$ cat config.mk
export PLATFORM = sky130hd
export DESIGN_NAME = encoder_position_move_controller_flat
export DESIGN_NICKNAME = d
export VERILOG_FILES = /design/src/hdl/epmc_pkg.sv /design/src/hdl/epmc_if.sv /design/src/hdl/epmc_front.sv /design/src/hdl/epmc_queue.sv /design/src/hdl/epmc_back.sv /design/src/hdl/encoder_position_move_controller.sv /design/src/flat_wrapper.sv
export VERILOG_INCLUDE_DIRS = /design/src /design/src/hdl
export SDC_FILE = /design/constraint.sdc
export NUM_CORES = 1
export LEC_CHECK = 0
export ABC_CLOCK_PERIOD_IN_PS = 25000
export BUFFER_PORTS_ARGS = -buffer_cell sky130_fd_sc_hd__buf_2
export CAP_MARGIN = 20
export CELL_PAD_IN_SITES_DETAIL_PLACEMENT = 1
export CELL_PAD_IN_SITES_GLOBAL_PLACEMENT = 2
export CORE_MARGIN = 2
export CORE_UTILIZATION = 46
export CTS_CLUSTER_SIZE = 14
export DETAILED_ROUTE_END_ITERATION = 7
export PLACE_DENSITY_LB_ADDON = 0.1
export SYNTH_ARGS = -nofsm -noshare
export SYNTH_HDL_FRONTEND = slang
export SYNTH_SLANG_ARGS = --single-unit
$ cat constraint.sdc
create_clock -name clk -period 25 [get_ports clk]
set_clock_uncertainty 0.2 [all_clocks]
set_input_delay 1.25 -clock clk [delete_from_list [all_inputs] [get_ports clk]]
set_output_delay 1.25 -clock clk [all_outputs]
set_load 0.005 [all_outputs]
$ cat src/hdl/encoder_position_move_controller_macros.svh
// Assertion macros for the move controller RTL
`ifndef ENCODER_POSITION_MOVE_CONTROLLER_MACROS_SVH
`define ENCODER_POSITION_MOVE_CONTROLLER_MACROS_SVH

// Condition that must hold in the same cycle
`define EPMC_CHECK(lbl, cond, msg) \
    lbl: assert property (@(posedge clk) disable iff (!rst_n) (cond)) else $error(msg);

// Trigger in one cycle, consequence in the next
`define EPMC_CHECK_NEXT(lbl, trig, cons, msg) \
    lbl: assert property (@(posedge clk) disable iff (!rst_n) (trig) |=> (cons)) \
        else $error(msg);

`endif

$ cat src/hdl/epmc_pkg.sv
// Package: codes, widths and constants of the encoder move controller
`timescale 1ns / 1ps
package epmc_pkg;

    localparam int MODE_W   = 2;
    localparam int INCR_W   = 24;
    localparam int DRIVE_W  = 8;
    localparam int GAIN_W   = 8;
    localparam int LIMIT_W  = 7;
    localparam int STALL_W  = 16;
    localparam int CFG_IDX_W  = 2;
    localparam int CFG_DATA_W = 16;

    localparam logic [MODE_W-1:0] MODE_START = 2'd0;
    localparam logic [MODE_W-1:0] MODE_EDGE  = 2'd1;
    localparam logic [MODE_W-1:0] MODE_TICK  = 2'd2;

    localparam logic [CFG_IDX_W-1:0] CFG_GAIN  = 2'd0;
    localparam logic [CFG_IDX_W-1:0] CFG_LIMIT = 2'd1;
    localparam logic [CFG_IDX_W-1:0] CFG_STALL = 2'd2;

    localparam logic [GAIN_W-1:0]  GAIN_RESET  = 8'd7;
    localparam logic [LIMIT_W-1:0] LIMIT_RESET = 7'd64;
    localparam logic [STALL_W-1:0] STALL_RESET = 16'd10;

    localparam int POSITION_WIDTH_DEF = 32;
    localparam int QUEUE_DEPTH_DEF    = 4;

    // start sets previous position this far below the count
    localparam int START_PREV_OFFSET = 10;

    // magnitude at which gain*mag/10 exceeds any limit for a nonzero gain
    localparam int SAT_MAG = 1280;
    localparam int MAG_W   = 11;
    localparam int PROD_W  = GAIN_W + MAG_W;

    // x/10 == (x*DIV10_RECIP) >> DIV10_SHIFT, exact for x < 2**PROD_W
    localparam int DIV10_SHIFT = 22;
    localparam logic [PROD_W-1:0] DIV10_RECIP = 19'd419431;
    localparam int QUOT_W = 16;

    typedef struct packed {
        logic push;
        logic ending;
    } tick_ctl_t;

endpackage

$ cat src/hdl/epmc_if.sv
// Channel interfaces: input items and drive results
`timescale 1ns / 1ps
interface epmc_in_if
    import epmc_pkg::*;
();
    logic                     valid;
    logic                     ready;
    logic [MODE_W-1:0]        mode;
    logic signed [INCR_W-1:0] increment;
    logic                     direction_up;

    modport source (output valid, output mode, output increment, output direction_up,
                    input ready);
    modport sink (input valid, input mode, input increment, input direction_up,
                  output ready);
endinterface

interface epmc_out_if
    import epmc_pkg::*;
();
    logic                      valid;
    logic                      ready;
    logic signed [DRIVE_W-1:0] drive;
    logic                      done_res;
    logic                      last_of_run;

    modport source (output valid, output drive, output done_res, output last_of_run,
                    input ready);
    modport sink (input valid, input drive, input done_res, input last_of_run,
                  output ready);
endinterface

$ cat src/hdl/epmc_front.sv
// Front end: accepts items, tracks position and stall state, queues tick jobs
`timescale 1ns / 1ps
module epmc_front
    import epmc_pkg::*;
#(
    parameter int POSITION_WIDTH = POSITION_WIDTH_DEF
) (
    input  logic                      clk,
    input  logic                      rst_n,
    epmc_in_if.sink                   in_ch,
    input  logic [STALL_W-1:0]        stall_ticks,
    input  logic                      q_full,
    output tick_ctl_t                 push_ctl,
    output logic [POSITION_WIDTH-1:0] push_err,
    output logic                      moving
);

    localparam int PW = POSITION_WIDTH;

    logic [PW-1:0]      position_reg, position_next;
    logic [PW-1:0]      target_reg, target_next;
    logic [PW-1:0]      previous_reg, previous_next;
    logic               moving_reg, moving_next;
    logic               stall_seen_reg, stall_seen_next;
    logic [STALL_W-1:0] ticks_reg, ticks_next;

    logic               accept;
    logic [PW+INCR_W-1:0] inc_wide;
    logic [PW-1:0]      inc_ext;
    logic [STALL_W-1:0] tick_incr;
    logic               unchanged;

    assign in_ch.ready = !q_full;
    assign accept      = in_ch.valid && in_ch.ready;
    assign inc_wide    = {{PW{in_ch.increment[INCR_W-1]}}, in_ch.increment};
    assign inc_ext     = inc_wide[PW-1:0];
    assign unchanged   = (previous_reg == position_reg);
    assign tick_incr   = (stall_seen_reg && ticks_reg != {STALL_W{1'b1}})
                         ? ticks_reg + STALL_W'(1) : ticks_reg;
    assign push_err    = target_reg - position_reg;
    assign moving      = moving_reg;

    always_comb
    begin
        position_next   = position_reg;
        target_next     = target_reg;
        previous_next   = previous_reg;
        moving_next     = moving_reg;
        stall_seen_next = stall_seen_reg;
        ticks_next      = ticks_reg;
        push_ctl        = '0;
        if (accept)
        begin
            unique case (in_ch.mode)
                MODE_START:
                begin
                    target_next     = position_reg + inc_ext;
                    previous_next   = position_reg - PW'(START_PREV_OFFSET);
                    moving_next     = 1'b1;
                    stall_seen_next = 1'b0;
                    ticks_next      = '0;
                end
                MODE_EDGE:
                begin
                    position_next = in_ch.direction_up ? position_reg + PW'(1)
                                                       : position_reg - PW'(1);
                end
                MODE_TICK:
                begin
                    if (moving_reg)
                    begin
                        push_ctl.push = 1'b1;
                        previous_next = position_reg;
                        ticks_next    = tick_incr;
                        if (unchanged)
                        begin
                            if (!stall_seen_reg)
                            begin
                                stall_seen_next = 1'b1;
                                ticks_next      = '0;
                            end
                            else if (tick_incr > stall_ticks)
                            begin
                                // stalled too long: move ends after this drive
                                push_ctl.ending = 1'b1;
                                moving_next     = 1'b0;
                                stall_seen_next = 1'b0;
                                ticks_next      = '0;
                            end
                        end
                    end
                end
                default:
                begin
                end
            endcase
        end
    end

    always_ff @(posedge clk or negedge rst_n)
    begin
        if (!rst_n)
        begin
            position_reg   <= '0;
            target_reg     <= '0;
            previous_reg   <= '0;
            moving_reg     <= 1'b0;
            stall_seen_reg <= 1'b0;
            ticks_reg      <= '0;
        end
        else
        begin
            position_reg   <= position_next;
            target_reg     <= target_next;
            previous_reg   <= previous_next;
            moving_reg     <= moving_next;
            stall_seen_reg <= stall_seen_next;
            ticks_reg      <= ticks_next;
        end
    end

endmodule

$ cat src/hdl/epmc_queue.sv
// Short FIFO of tick jobs between front end and drive pipeline
`timescale 1ns / 1ps
module epmc_queue
    import epmc_pkg::*;
#(
    parameter int POSITION_WIDTH = POSITION_WIDTH_DEF,
    parameter int QUEUE_DEPTH    = QUEUE_DEPTH_DEF
) (
    input  logic                      clk,
    input  logic                      rst_n,
    input  tick_ctl_t                 push_ctl,
    input  logic [POSITION_WIDTH-1:0] push_err,
    output logic                      full,
    output logic                      pop_valid,
    output logic [POSITION_WIDTH-1:0] pop_err,
    output logic                      pop_ending,
    input  logic                      pop
);

    localparam int AW = (QUEUE_DEPTH > 1) ? $clog2(QUEUE_DEPTH) : 1;
    localparam int CW = $clog2(QUEUE_DEPTH + 1);

    logic [POSITION_WIDTH-1:0] err_mem [QUEUE_DEPTH];
    logic                      end_mem [QUEUE_DEPTH];

    logic [AW-1:0] wr_ptr_reg, wr_ptr_next;
    logic [AW-1:0] rd_ptr_reg, rd_ptr_next;
    logic [CW-1:0] count_reg, count_next;
    logic          do_push, do_pop;

    assign full       = (count_reg == CW'(QUEUE_DEPTH));
    assign pop_valid  = (count_reg != '0);
    assign pop_err    = err_mem[rd_ptr_reg];
    assign pop_ending = end_mem[rd_ptr_reg];
    assign do_push    = push_ctl.push && !full;
    assign do_pop     = pop && pop_valid;

    always_comb
    begin
        wr_ptr_next = wr_ptr_reg;
        rd_ptr_next = rd_ptr_reg;
        count_next  = count_reg;
        if (do_push)
            wr_ptr_next = (wr_ptr_reg == AW'(QUEUE_DEPTH - 1)) ? '0 : wr_ptr_reg + AW'(1);
        if (do_pop)
            rd_ptr_next = (rd_ptr_reg == AW'(QUEUE_DEPTH - 1)) ? '0 : rd_ptr_reg + AW'(1);
        if (do_push && !do_pop)
            count_next = count_reg + CW'(1);
        else if (do_pop && !do_push)
            count_next = count_reg - CW'(1);
    end

    always_ff @(posedge clk)
    begin
        if (do_push)
        begin
            err_mem[wr_ptr_reg] <= push_err;
            end_mem[wr_ptr_reg] <= push_ctl.ending;
        end
    end

    always_ff @(posedge clk or negedge rst_n)
    begin
        if (!rst_n)
        begin
            wr_ptr_reg <= '0;
            rd_ptr_reg <= '0;
            count_reg  <= '0;
        end
        else
        begin
            wr_ptr_reg <= wr_ptr_next;
            rd_ptr_reg <= rd_ptr_next;
            count_reg  <= count_next;
        end
    end

endmodule

$ cat src/hdl/epmc_back.sv
// Back end: gain, divide by ten, clamp, and the result output register
`timescale 1ns / 1ps
module epmc_back
    import epmc_pkg::*;
#(
    parameter int POSITION_WIDTH = POSITION_WIDTH_DEF
) (
    input  logic                      clk,
    input  logic                      rst_n,
    input  logic                      q_valid,
    input  logic [POSITION_WIDTH-1:0] q_err,
    input  logic                      q_ending,
    output logic                      q_pop,
    input  logic [GAIN_W-1:0]         gain_tenths,
    input  logic [LIMIT_W-1:0]        drive_limit,
    epmc_out_if.source                out_ch
);

    localparam int PW = POSITION_WIDTH;

    // stage A: magnitude and gain product
    logic              sa_valid_reg, sa_valid_next;
    logic [PROD_W-1:0] sa_prod_reg;
    logic              sa_big_reg;
    logic              sa_neg_reg;
    logic              sa_end_reg;

    // output register, with a pending done result behind an ending drive
    logic               ov_reg, ov_next;
    logic               pend_reg, pend_next;
    logic [DRIVE_W-1:0] drive_reg, drive_next;
    logic               done_reg, done_next;
    logic               last_reg, last_next;

    logic [PW-1:0]          mag;
    logic                   out_load, sa_load;
    logic [2*PROD_W-1:0]    recip_prod;
    logic [QUOT_W-1:0]      quot;
    logic [LIMIT_W-1:0]     clamped;
    logic [DRIVE_W-1:0]     drive_mag;

    assign mag = q_err[PW-1] ? (PW'(0) - q_err) : q_err;

    assign out_load = sa_valid_reg && (!ov_reg || (out_ch.ready && !pend_reg));
    assign sa_load  = q_valid && (!sa_valid_reg || out_load);
    assign q_pop    = sa_load;

    assign recip_prod = (2*PROD_W)'(sa_prod_reg) * (2*PROD_W)'(DIV10_RECIP);
    assign quot       = recip_prod[DIV10_SHIFT +: QUOT_W];

    always_comb
    begin
        if (sa_big_reg)
            clamped = (gain_tenths != '0) ? drive_limit : '0;
        else if (quot > QUOT_W'(drive_limit))
            clamped = drive_limit;
        else
            clamped = quot[LIMIT_W-1:0];
    end

    assign drive_mag = {1'b0, clamped};

    always_comb
    begin
        sa_valid_next = sa_valid_reg;
        if (sa_load)
            sa_valid_next = 1'b1;
        else if (out_load)
            sa_valid_next = 1'b0;
    end

    always_comb
    begin
        ov_next    = ov_reg;
        pend_next  = pend_reg;
        drive_next = drive_reg;
        done_next  = done_reg;
        last_next  = last_reg;
        if (out_load)
        begin
            ov_next    = 1'b1;
            drive_next = sa_neg_reg ? (DRIVE_W'(0) - drive_mag) : drive_mag;
            done_next  = 1'b0;
            last_next  = !sa_end_reg;
            pend_next  = sa_end_reg;
        end
        else if (ov_reg && out_ch.ready)
        begin
            if (pend_reg)
            begin
                drive_next = '0;
                done_next  = 1'b1;
                last_next  = 1'b1;
                pend_next  = 1'b0;
            end
            else
                ov_next = 1'b0;
        end
    end

    always_ff @(posedge clk)
    begin
        if (sa_load)
        begin
            sa_prod_reg <= PROD_W'(gain_tenths) * PROD_W'(mag[MAG_W-1:0]);
            sa_big_reg  <= (mag >= PW'(SAT_MAG));
            sa_neg_reg  <= q_err[PW-1];
            sa_end_reg  <= q_ending;
        end
        drive_reg <= drive_next;
        done_reg  <= done_next;
        last_reg  <= last_next;
    end

    always_ff @(posedge clk or negedge rst_n)
    begin
        if (!rst_n)
        begin
            sa_valid_reg <= 1'b0;
            ov_reg       <= 1'b0;
            pend_reg     <= 1'b0;
        end
        else
        begin
            sa_valid_reg <= sa_valid_next;
            ov_reg       <= ov_next;
            pend_reg     <= pend_next;
        end
    end

    assign out_ch.valid       = ov_reg;
    assign out_ch.drive       = drive_reg;
    assign out_ch.done_res    = done_reg;
    assign out_ch.last_of_run = last_reg;

endmodule

$ cat src/hdl/encoder_position_move_controller.sv
// Encoder move controller: one item per cycle in while the tick queue has room;
// each control tick while a move is active yields a clamped proportional drive
// via the queue write, gain stage, and divide-by-ten and clamp into the output
// register. Encoder edges, start items and idle ticks give no result. A tick that
// ends a move on stall gives two results on consecutive output transfers, the
// drive and then a zero drive marked done, holding the output for both; the tick
// queue (QUEUE_DEPTH entries) absorbs the difference while input keeps flowing.
`timescale 1ns / 1ps
`include "encoder_position_move_controller_macros.svh"
module encoder_position_move_controller
    import epmc_pkg::*;
#(
    parameter int POSITION_WIDTH = POSITION_WIDTH_DEF,
    parameter int QUEUE_DEPTH    = QUEUE_DEPTH_DEF
) (
    input  logic                  clk,
    input  logic                  rst_n,
    epmc_in_if.sink               in_ch,
    epmc_out_if.source            out_ch,
    input  logic                  cfg_we,
    input  logic [CFG_IDX_W-1:0]  cfg_index,
    input  logic [CFG_DATA_W-1:0] cfg_data
);

    logic [GAIN_W-1:0]  gain_reg, gain_next;
    logic [LIMIT_W-1:0] limit_reg, limit_next;
    logic [STALL_W-1:0] stall_reg, stall_next;

    tick_ctl_t                 push_ctl;
    logic [POSITION_WIDTH-1:0] push_err;
    logic                      q_full;
    logic                      q_valid;
    logic [POSITION_WIDTH-1:0] q_err;
    logic                      q_ending;
    logic                      q_pop;
    logic                      moving;

    always_comb
    begin
        gain_next  = gain_reg;
        limit_next = limit_reg;
        stall_next = stall_reg;
        if (cfg_we)
        begin
            unique case (cfg_index)
                CFG_GAIN:  gain_next  = cfg_data[GAIN_W-1:0];
                CFG_LIMIT: limit_next = cfg_data[LIMIT_W-1:0];
                CFG_STALL: stall_next = cfg_data[STALL_W-1:0];
                default:
                begin
                end
            endcase
        end
    end

    always_ff @(posedge clk or negedge rst_n)
    begin
        if (!rst_n)
        begin
            gain_reg  <= GAIN_RESET;
            limit_reg <= LIMIT_RESET;
            stall_reg <= STALL_RESET;
        end
        else
        begin
            gain_reg  <= gain_next;
            limit_reg <= limit_next;
            stall_reg <= stall_next;
        end
    end

    epmc_front #(
        .POSITION_WIDTH(POSITION_WIDTH)
    ) u_front (
        .clk        (clk),
        .rst_n      (rst_n),
        .in_ch      (in_ch),
        .stall_ticks(stall_reg),
        .q_full     (q_full),
        .push_ctl   (push_ctl),
        .push_err   (push_err),
        .moving     (moving)
    );

    epmc_queue #(
        .POSITION_WIDTH(POSITION_WIDTH),
        .QUEUE_DEPTH   (QUEUE_DEPTH)
    ) u_queue (
        .clk       (clk),
        .rst_n     (rst_n),
        .push_ctl  (push_ctl),
        .push_err  (push_err),
        .full      (q_full),
        .pop_valid (q_valid),
        .pop_err   (q_err),
        .pop_ending(q_ending),
        .pop       (q_pop)
    );

    epmc_back #(
        .POSITION_WIDTH(POSITION_WIDTH)
    ) u_back (
        .clk        (clk),
        .rst_n      (rst_n),
        .q_valid    (q_valid),
        .q_err      (q_err),
        .q_ending   (q_ending),
        .q_pop      (q_pop),
        .gain_tenths(gain_reg),
        .drive_limit(limit_reg),
        .out_ch     (out_ch)
    );

    // a done result is a zero drive closing its run
    `EPMC_CHECK(a_done_is_zero_last, !(out_ch.valid && out_ch.done_res) || (out_ch.drive == '0 && out_ch.last_of_run), "done result must be zero drive and last")

    // a drive that is not last is followed at once by the done result
    `EPMC_CHECK_NEXT(a_done_follows, out_ch.valid && out_ch.ready && !out_ch.last_of_run, out_ch.valid && out_ch.done_res, "missing done result after ending drive")

    // drive stays inside the clamp
    `EPMC_CHECK(a_drive_clamped, !out_ch.valid || ($signed(out_ch.drive) <= $signed({1'b0, limit_reg}) && $signed(out_ch.drive) >= -$signed({1'b0, limit_reg})), "drive outside clamp")

    // an idle tick queues nothing
    `EPMC_CHECK(a_idle_tick_no_job, !(push_ctl.push && !moving), "tick job queued while idle")

endmodule
$ cat src/flat_wrapper.sv
// flat-port wrapper written by rule: the top's interface ports become plain ports
module encoder_position_move_controller_flat import epmc_pkg::*;
#(
    parameter int POSITION_WIDTH = POSITION_WIDTH_DEF,
    parameter int QUEUE_DEPTH    = QUEUE_DEPTH_DEF
)
  (clk, rst_n, cfg_we, cfg_index, cfg_data, in_ch_valid, in_ch_mode, in_ch_increment, in_ch_direction_up, in_ch_ready, out_ch_valid, out_ch_drive, out_ch_done_res, out_ch_last_of_run, out_ch_ready);
  epmc_in_if in_ch_i ();
  epmc_out_if out_ch_i ();
  input  logic clk;
  input  logic rst_n;
  input  logic cfg_we;
  input  logic [CFG_IDX_W-1:0] cfg_index;
  input  logic [CFG_DATA_W-1:0] cfg_data;
  input wire logic [$bits(in_ch_i.valid)-1:0] in_ch_valid;
  input wire logic [$bits(in_ch_i.mode)-1:0] in_ch_mode;
  input wire logic [$bits(in_ch_i.increment)-1:0] in_ch_increment;
  input wire logic [$bits(in_ch_i.direction_up)-1:0] in_ch_direction_up;
  output wire logic [$bits(in_ch_i.ready)-1:0] in_ch_ready;
  output wire logic [$bits(out_ch_i.valid)-1:0] out_ch_valid;
  output wire logic [$bits(out_ch_i.drive)-1:0] out_ch_drive;
  output wire logic [$bits(out_ch_i.done_res)-1:0] out_ch_done_res;
  output wire logic [$bits(out_ch_i.last_of_run)-1:0] out_ch_last_of_run;
  input wire logic [$bits(out_ch_i.ready)-1:0] out_ch_ready;
  assign in_ch_i.valid = in_ch_valid;
  assign in_ch_i.mode = in_ch_mode;
  assign in_ch_i.increment = in_ch_increment;
  assign in_ch_i.direction_up = in_ch_direction_up;
  assign in_ch_ready = in_ch_i.ready;
  assign out_ch_valid = out_ch_i.valid;
  assign out_ch_drive = out_ch_i.drive;
  assign out_ch_done_res = out_ch_i.done_res;
  assign out_ch_last_of_run = out_ch_i.last_of_run;
  assign out_ch_i.ready = out_ch_ready;
  encoder_position_move_controller #(.POSITION_WIDTH(POSITION_WIDTH), .QUEUE_DEPTH(QUEUE_DEPTH)) u_core (.clk(clk), .rst_n(rst_n), .in_ch(in_ch_i), .out_ch(out_ch_i), .cfg_we(cfg_we), .cfg_index(cfg_index), .cfg_data(cfg_data));
endmodule
==> metrics.md, run 1 <==
| Metric | Value |
|---|---|
| Status | `completed` |
| Vias | `20258` |
| Final net count | `3400` |
| Setup CP Type | `flop to flop` |
| Synth cell types | `77` |
| Detailed-placement wirelength estimate | `60900 microns` |
| Max reg flops | `about 130` |
| Post-synth top flop | `edfxtp_1` |
| Number of antenna violations at the first check in global routing | `2` |
| Vias/cell | `5.55` |
| CTS root buffer | `clkbuf_16` |
| RePlAce Congestion | `0.902` |
| Final setup fails | `0` |
| Worst Hold Class | `flop to flop` |
| Die footprint | `~0.063 sq mm` |
| Cell mode on critical path | `inv_1` |
| Setup slack on the worst flop-to-flop path | `14.64 ns` |
| Vias in the first global route | `22634` |
| Clock slew at reported path FFs | `0.06 ns` |
| Port Buf Inserts | `61` |
| Slew at the pin closest to its max-slew limit | `around 1.1 ns` |
| Req. time, crit path | `~25 ns` |
| Worst-path fanout max | `9` |
| Post-synth ARST share | `0.486` |
| # resized after CTS | `0` |
| Max-slew violations | `0` |
| Initial core utilization | `0.465` |
| Die height | `251 microns` |
| Yosys reg bits | `319` |
| First-pass GRT wire length | `122000 microns` |
| Final Core Density | `0.508` |
| Reg with most FFs | `u_core.u_queue.err_mem` |
| Latest clock arrival within the worst-skew pair | `0.56 ns` |
| Most area-consuming cells after synthesis | `edfxtp_1, ha_1, fa_1` |
| Mapped Nets | `3339` |
| CTS Hold Buffers Added | `0` |
| Core area | `between 0.06 and 0.07 sq mm` |
| Register area share after synthesis | `0.313` |
| Clock buffer count from CTS | `39` |
| Post-CTS setup buffer count | `0` |
| Clock Sinks | `319` |
| First drt pass iteration count | `4` |
| F_max | `0.0965 GHz` |
| Starting DRC count in detailed routing | `slightly above 800` |
| Post-route setup TNS | `0 ns` |
| Netlist Area Pre-Place | `roughly 0.028 sq mm` |
| Remaining antenna violation count | `0` |
| CTS tree | `done` |
| Die Wd | `~250 microns` |
| Post-layout minimum cycle time | `about 10 ns` |
| Largest net degree at the start of global routing | `89` |
| Biggest area consumer among synthesized cells | `edfxtp_1` |
| Max Cap Violations | `0` |
| Warnings from Yosys | `0` |
| Area delta synth->final | `9.15%` |
| Antenna diodes | `0` |
| DR WL/cell | `20.6 microns` |
| CTS HTree Levels | `2` |
| Drt total wl | `about 75000 microns` |
| Average size of a mapped cell | `around 10 sq um` |
| Total Routing Usage GR | `0.247` |
| Final worst-path cycle share | `0.414` |
| Gate Count Post-Synth | `~2800` |
| Commonest cells post-synth | `inv_1, ha_1, nand2_1, fa_1, o21ai_0` |
| GRT Residual Overflow | `0` |
| Most common cell in the netlist | `inv_1` |
| CP max-delay cell | `or4_1` |
| Max Buffers Root-to-Sink | `3` |
| EDFF count, synth | `163` |
| RSZ-0062 raised after global routing | `no` |
| Boundary Pins | `62` |
| Crit. End Element | `flop` |
| Final cell count without fillers | `3647` |
| Placed cell count | `~3600` |
| Residual DRC count | `0` |
| CP max stage delay | `0.61 ns` |
| CP arrival | `10.45 ns` |
| Top-area cell type share of the netlist area | `0.174` |
| Nature of the critical path startpoint | `flop` |
| Share of layout cells above drive strength 1 | `0.0855` |
| Relative slew slack | `0.253` |
| Rows | `90` |
| Final-report hold violation count | `0` |
## per-stage QoR
stage	setup slack, ns	area, sq um	hold slack, ns
floorplan	16.13	28100	0.228
global placement	14.96	29300	0.249
detailed placement	14.67	29300	0.260
CTS	14.67	30600	0.274
global route	14.09	30700	0.310
finish	14.64	30700	0.271
## critical path: cells and delay by family, from the launching register on
kind | cells | cell delay, ns
AOI/OAI and AO/OA | 10 | 2.59
and+or+nand+nor | 7 | 1.71
buffers and inverters | 7 | 0.48
xor gates and xnor gates | 1 | 0.20
DFF | 1 | 0.50
adders and majority gates | 9 | 4.11
muxes | 1 | 0.29
## layer usage
metal / part of all wire / GRT usage
met1: 0.42 / 0.295
met2: 0.52 / 0.455
met3: 0.024 / 0.0309
met4: 0.035 / 0.0849
met5: 0.00017 / 0
## cell families after synthesis
| group | Yosys count | synth area share |
|---|---|---|
| adder cells (fa/ha/maj) | 514 | 0.280 |
| buffers and inverters | 473 | 0.0636 |
| XOR/XNOR | 208 | 0.0648 |
| AND/OR/NAND/NOR | 639 | 0.111 |
| flip-flops | 319 | 0.313 |
| AO/OA/AOI/OAI | 536 | 0.120 |
| multiplexers | 86 | 0.0472 |
## final timing paths
check / startpoint / endpoint / depth (start not counted)
worst min register to register: u_core.u_back.out_ch.done_res$_SDFFE_PP0P_ / u_core.u_back.out_ch.done_res$_SDFFE_PP0P_ / 1
worst max-delay path: u_core.u_back.sa_prod_reg[8]$_DFFE_PP_ / u_core.u_back.out_ch.drive[4]$_SDFFCE_PN0P_ / 35
max in group asynchronous: rst_n / u_core.u_queue.rd_ptr_reg[0]$_DFFE_PN0P_ / 2
worst max register to register: u_core.u_back.sa_prod_reg[8]$_DFFE_PP_ / u_core.u_back.out_ch.drive[4]$_SDFFCE_PN0P_ / 35
worst min-delay path: u_core.u_back.out_ch.done_res$_SDFFE_PP0P_ / u_core.u_back.out_ch.done_res$_SDFFE_PP0P_ / 1
min in group asynchronous: rst_n / u_core.u_front.position_reg[11]$_DFFE_PN0P_ / 1
## final cells by class
cell class	instances	area, sq um
clock inverters	15	250
flip-flops and latches	319	8800
repair buffers	78	449
well taps	782	978
fillers	6699	29700
inverters	415	1560
multi-input cells	1983	17500
clock buffers	55	1100
## layout by cell type, fill, tap and decap left out, types with 43 or more instances in the layout
cell type,count
a21o_1,60
a21oi_1,131
buf_2,61
dfrtp_1,148
edfxtp_1,163
fa_1,190
ha_1,324
inv_1,415
mux2_2,43
nand2_1,220
nor2_1,121
o21ai_0,165
xnor2_1,121
xor2_1,87
Power of run 1 is left out: the tool's default activity adds up to more than one toggle a clock period on the data nets, which glitch-free logic cannot reach.
==> run 2, diff against run 1 <==
ABC_CLOCK_PERIOD_IN_PS = 10800   (was 25000)
CORE_UTILIZATION = 43   (was 46)
clock period = 10.8 ns   (was 25 ns; I/O delays follow)
==> metrics.md, run 2 (same netlist as run 1, synthesis figures left out) <==
| Metric | Value |
|---|---|
| Post-route setup TNS | `0 ns` |
| CTS HTree Levels | `2` |
| First-pass GRT wire length | `about 120000 microns` |
| Number of antenna violations at the first check in global routing | `0` |
| Slew at the pin closest to its max-slew limit | `1.05 ns` |
| Final-report hold violation count | `0` |
| Max Buffers Root-to-Sink | `3` |
| RSZ-0062 raised after global routing | `no` |
| Max Cap Violations | `0` |
| Final worst-path cycle share | `0.921` |
| Final setup fails | `0` |
| Clock slew at reported path FFs | `~0.060 ns` |
| Residual DRC count | `0` |
| Nature of the critical path startpoint | `flop` |
| F_max | `0.101 GHz` |
| Die height | `260 microns` |
| Remaining antenna violation count | `0` |
| RR Startpoint | `u_core.u_back.sa_prod_reg[11]$_DFFE_PP_` |
| Max-slew violations | `0` |
| DR WL/cell | `20.3 microns` |
| FILL cells | `7139` |
| Most frequent cells in the layout | `inv_1, ha_1, nand2_1` |
| Initial core utilization | `0.435` |
| Vias | `20131` |
| Largest net degree at the start of global routing | `87` |
| Boundary Pins | `62` |
| CTS root buffer | `clkbuf_16` |
| Die footprint | `0.0674 sq mm` |
| CP max stage delay | `0.61 ns` |
| Final net count | `3406` |
| CP max-delay cell | `nor4_1` |
| Clock buffer count from CTS | `40` |
| Max reg flops | `128` |
| Post-CTS setup buffer count | `0` |
| Crit. End Element | `flop` |
| Vias in the first global route | `22502` |
| Clock Sinks | `319` |
| Port Buf Inserts | `61` |
| Area delta synth->final | `9.67%` |
| Starting DRC count in detailed routing | `approximately 890` |
| Latest clock arrival within the worst-skew pair | `0.56 ns` |
| Worst-path fanout max | `5` |
| Vias/cell | `5.40` |
| GRT Residual Overflow | `0` |
| Share of layout cells above drive strength 1 | `0.0877` |
| Antenna diodes | `0` |
| CTS tree | `done` |
| CP arrival | `10.04 ns` |
| Setup CP Type | `flop to flop` |
| Die Wd | `260 microns` |
| Status | `completed` |
| Relative slew slack | `0.299` |
| Req. time, crit path | `10.90 ns` |
| Rows | `93` |
| RePlAce Congestion | `0.867` |
| Reg with most FFs | `u_core.u_queue.err_mem` |
| Most common cell after layout, fill and taps aside | `inv_1` |
| Detailed-placement wirelength estimate | `just over 60000 microns` |
| Worst setup path start | `u_core.u_back.sa_prod_reg[11]$_DFFE_PP_` |
| Post-layout minimum cycle time | `9.95 ns` |
| First drt pass iteration count | `4` |
| Worst Hold Class | `input pin to flop` |
| Total Routing Usage GR | `0.232` |
| Hold wc startpoint | `cfg_data[12]` |
| Core area | `0.0646 sq mm` |
| Drt total wl | `around 76000 microns` |
run 2: cell count changes in the layout (fill, tap and decap cells not counted), moves of 2 or more:
cell           previous run  this run
buf_4                    15        17
clkinv_2                  1         5
dlygate4sd3_1             0         4
clkinv_1                  2         0
bufinv_16                 6         4
inv_6                     2         4
run 2: worst paths after layout:
kind,slack (ns),to,depth (start not counted)
worst max-delay path,0.85,u_core.u_back.out_ch.drive[4]$_SDFFCE_PN0P_,35
worst min-delay path,0.03,u_core.stall_reg[12]$_DFFE_PN0P_,2
worst max register to register,0.85,u_core.u_back.out_ch.drive[4]$_SDFFCE_PN0P_,35
worst min register to register,0.27,u_core.u_back.out_ch.done_res$_SDFFE_PP0P_,1
max in group asynchronous,8.40,u_core.u_queue.rd_ptr_reg[0]$_DFFE_PN0P_,3
min in group asynchronous,0.38,u_core.u_front.position_reg[11]$_DFFE_PN0P_,2
run 2: area by class of cell:
class                           count  area (sq um)  share of cell area
Clock buffer                       57          1140              0.0369
Clock inverter                     17           211             0.00686
Inverter                          415          1560              0.0506
Multi-Input combinational cell   1983         17500               0.569
Sequential cell                   319          8800               0.286
Tap cell                          855          1070              0.0347
Timing Repair Buffer               83           499              0.0162
run 2: critical path: cells and delay by family (launching register included):
family	cells	cell delay (ns)
adders and majority gates	9	3.80
and+or+nand+nor	7	1.44
AOI/OAI and AO/OA	11	2.58
xor gates and xnor gates	2	0.49
muxes	1	0.42
DFF	1	0.48
buffers and inverters	5	0.29
run 2: what timing repair did:
action | CTS | global route
gates resized for setup | 0 | 1
endpoints found under the setup margin | 0 | 1
hold buffers | 4 | 0
hold endpoints to repair | 88 | 0
run 2: routing by layer:
layer / global-route usage / up-vias / share of wire / routed length (microns)
li1: - / 9692 / - / -
met1: 0.280 / 10171 / 0.43 / 32400
met2: 0.437 / 169 / 0.53 / 40200
met3: 0.0197 / 99 / 0.014 / 1100
met4: 0.0655 / 0 / 0.026 / 1990
met5: 0 / - / 0 / 0
run 2: stage by stage:
| stage | setup slack, ns | std cells | hold slack, ns | cell area [sq um] | util |
|---|---|---|---|---|---|
| after floorplan | 1.93 | 2775 | 0.0444 | 28100 | - |
| after global placement | 0.816 | 3650 | 0.257 | 29400 | 0.455 |
| after detailed placement | 0.681 | 3650 | 0.270 | 29400 | 0.455 |
| after CTS | 0.660 | 3728 | 0.00447 | 30800 | 0.477 |
| after global routing | 0.0360 | 3729 | 0.0222 | 30800 | 0.477 |
| final | 0.854 | 3729 | 0.0349 | 30800 | 0.477 |
Power of run 2 is left out for the same reason.
==> run 3, diff against run 2 <==
GPL_TIMING_DRIVEN = 0   (was not set)
RECOVER_POWER = 100   (was not set)
==> metrics.md, run 3 (same netlist as run 1, synthesis figures left out) <==
| Metric | Value |
|---|---|
| Status | `complete, but fails checks` |
| Violated checks | `capacitance limit, slew limit` |
| First-pass GRT wire length | `126000 microns` |
| Most common cell after layout, fill and taps aside | `inv_1` |
| Max reg flops | `128` |
| Crit. End Element | `flop` |
| Clock Sinks | `319` |
| Largest net degree at the start of global routing | `84` |
| Post-layout minimum cycle time | `10.11 ns` |
| Clock slew at reported path FFs | `approximately 0.060 ns` |
| GRT Residual Overflow | `0` |
| Req. time, crit path | `10.92 ns` |
| Max-slew violations | `310` |
| Share of layout cells above drive strength 1 | `0.0761` |
| Placed cell areas | `about 0.03 sq mm` |
| Setup CP Type | `flop to flop` |
| Vias in the first global route | `22897` |
| CP arrival | `slightly above 10 ns` |
| Final worst-path cycle share | `0.936` |
| Max Buffers Root-to-Sink | `3` |
| Worst setup margin | `approximately 0.69 ns` |
| Drt total wl | `between 70000 and 80000 microns` |
| Placed cell count | `3701` |
| Vias | `20491` |
| Cell mode on critical path | `inv_1` |
| DR WL/cell | `20.6 microns` |
| Delay-heaviest family, CP | `adder cells` |
| Number of antenna violations at the first check in global routing | `0` |
| Final-report hold violation count | `0` |
| Detailed-placement wirelength estimate | `between 60000 and 70000 microns` |
| Die height | `260 microns` |
| Pre-CTS WS | `0.0149 ns` |
| CP bufs+invs | `8` |
| Area delta synth->final | `10.2%` |
| Final cell count without fillers | `roughly 3800` |
| RSZ-0062 raised after global routing | `no` |
| Die Wd | `260 microns` |
| F_max | `0.0989 GHz` |
| Post-route setup TNS | `0 ns` |
| Worst-path fanout max | `7` |
| Port Buf Inserts | `61` |
| Final net count | `3464` |
| Slew at the pin closest to its max-slew limit | `approximately 5.0 ns` |
| Core area | `0.0646 sq mm` |
| Worst Hold Class | `input pin to flop` |
| Clock buffer count from CTS | `39` |
| Latest clock arrival within the worst-skew pair | `0.57 ns` |
| Nature of the critical path startpoint | `flop` |
| Die footprint | `0.0674 sq mm` |
| Max Cap Violations | `8` |
| Remaining antenna violation count | `0` |
| CP max-delay cell | `nor4_1` |
| First drt pass iteration count | `5` |
| RePlAce Congestion | `0.882` |
| Most frequent cells in the layout | `inv_1, ha_1, nand2_1` |
| Boundary Pins | `62` |
| Starting DRC count in detailed routing | `750` |
| CP max stage delay | `0.60 ns` |
| Reg with most FFs | `u_core.u_queue.err_mem` |
| Rows | `93` |
| Vias/cell | `~5.4` |
| Relative slew slack | `-2.32` |
| Initial core utilization | `0.435` |
| Antenna diodes | `0` |
| Residual DRC count | `0` |
| CTS tree | `done` |
| Total Routing Usage GR | `0.238` |
| CTS root buffer | `clkbuf_16` |
| Final setup fails | `0` |
| Final Cell Area | `0.0310 sq mm` |
| CTS HTree Levels | `2` |
==> run 3: stage by stage <==
stage / hold slack, ns / utilization
detailed placement: 0.265 / 0.459
global route: 0.0340 / 0.479
CTS: 0.0309 / 0.481
finish: 0.0642 / 0.479
global placement: 0.250 / 0.456
floorplan: 0.0444 / -
==> run 3: final timing paths <==
check	cells past startpoint	startpoint	slack [ns]	to
max	35	u_core.u_back.sa_prod_reg[8]$_DFFE_PP_	0.69	u_core.u_back.out_ch.drive[4]$_SDFFCE_PN0P_
min	2	cfg_data[7]	0.06	u_core.stall_reg[7]$_DFFE_PN0P_
max reg2reg	35	u_core.u_back.sa_prod_reg[8]$_DFFE_PP_	0.69	u_core.u_back.out_ch.drive[4]$_SDFFCE_PN0P_
min reg2reg	1	u_core.u_back.out_ch.done_res$_SDFFE_PP0P_	0.28	u_core.u_back.out_ch.done_res$_SDFFE_PP0P_
max in group asynchronous	3	rst_n	2.32	u_core.u_queue.rd_ptr_reg[1]$_DFFE_PN0P_
min in group asynchronous	2	rst_n	1.77	u_core.u_front.position_reg[17]$_DFFE_PN0P_
==> run 3: worst register-to-register path, delay by kind of cell (launching register included) <==
kind / cells / cell delay, ns
AOI/OAI and AO/OA: 8 / 1.84
xor gates and xnor gates: 2 / 0.65
adders and majority gates: 9 / 3.96
buffers and inverters: 8 / 0.76
DFF: 1 / 0.53
muxes: 1 / 0.40
and+or+nand+nor: 7 / 1.53
==> run 3: final cells by class <==
cell class / count / area, sq um
buffer: 58 / 229
clock buffer: 54 / 1080
clock inverter: 18 / 229
fill: 7299 / 33600
inverter: 415 / 1560
multi-input combinational: 1983 / 17500
sequential: 319 / 8800
tap: 855 / 1070
timing repair buffer: 84 / 453
==> run 3: routing by layer <==
layer | vias up | GRT usage | wire (microns)
met4 | 0 | 0.0661 | 2040
met2 | 197 | 0.464 | 42400
met1 | 10386 | 0.275 | 32000
li1 | 9797 | - | -
met3 | 111 | 0.0226 | 1580
met5 | - | 0 | 0
==> run 3: timing repair <==
action | CTS | global route
resized for setup | 0 | 7
setup buffers | 0 | 2
hold buffers | 10 | 0
hold endpoints to repair | 75 | 0
endpoints found under the setup margin | 0 | 1
Power of run 3 is left out for the same reason.
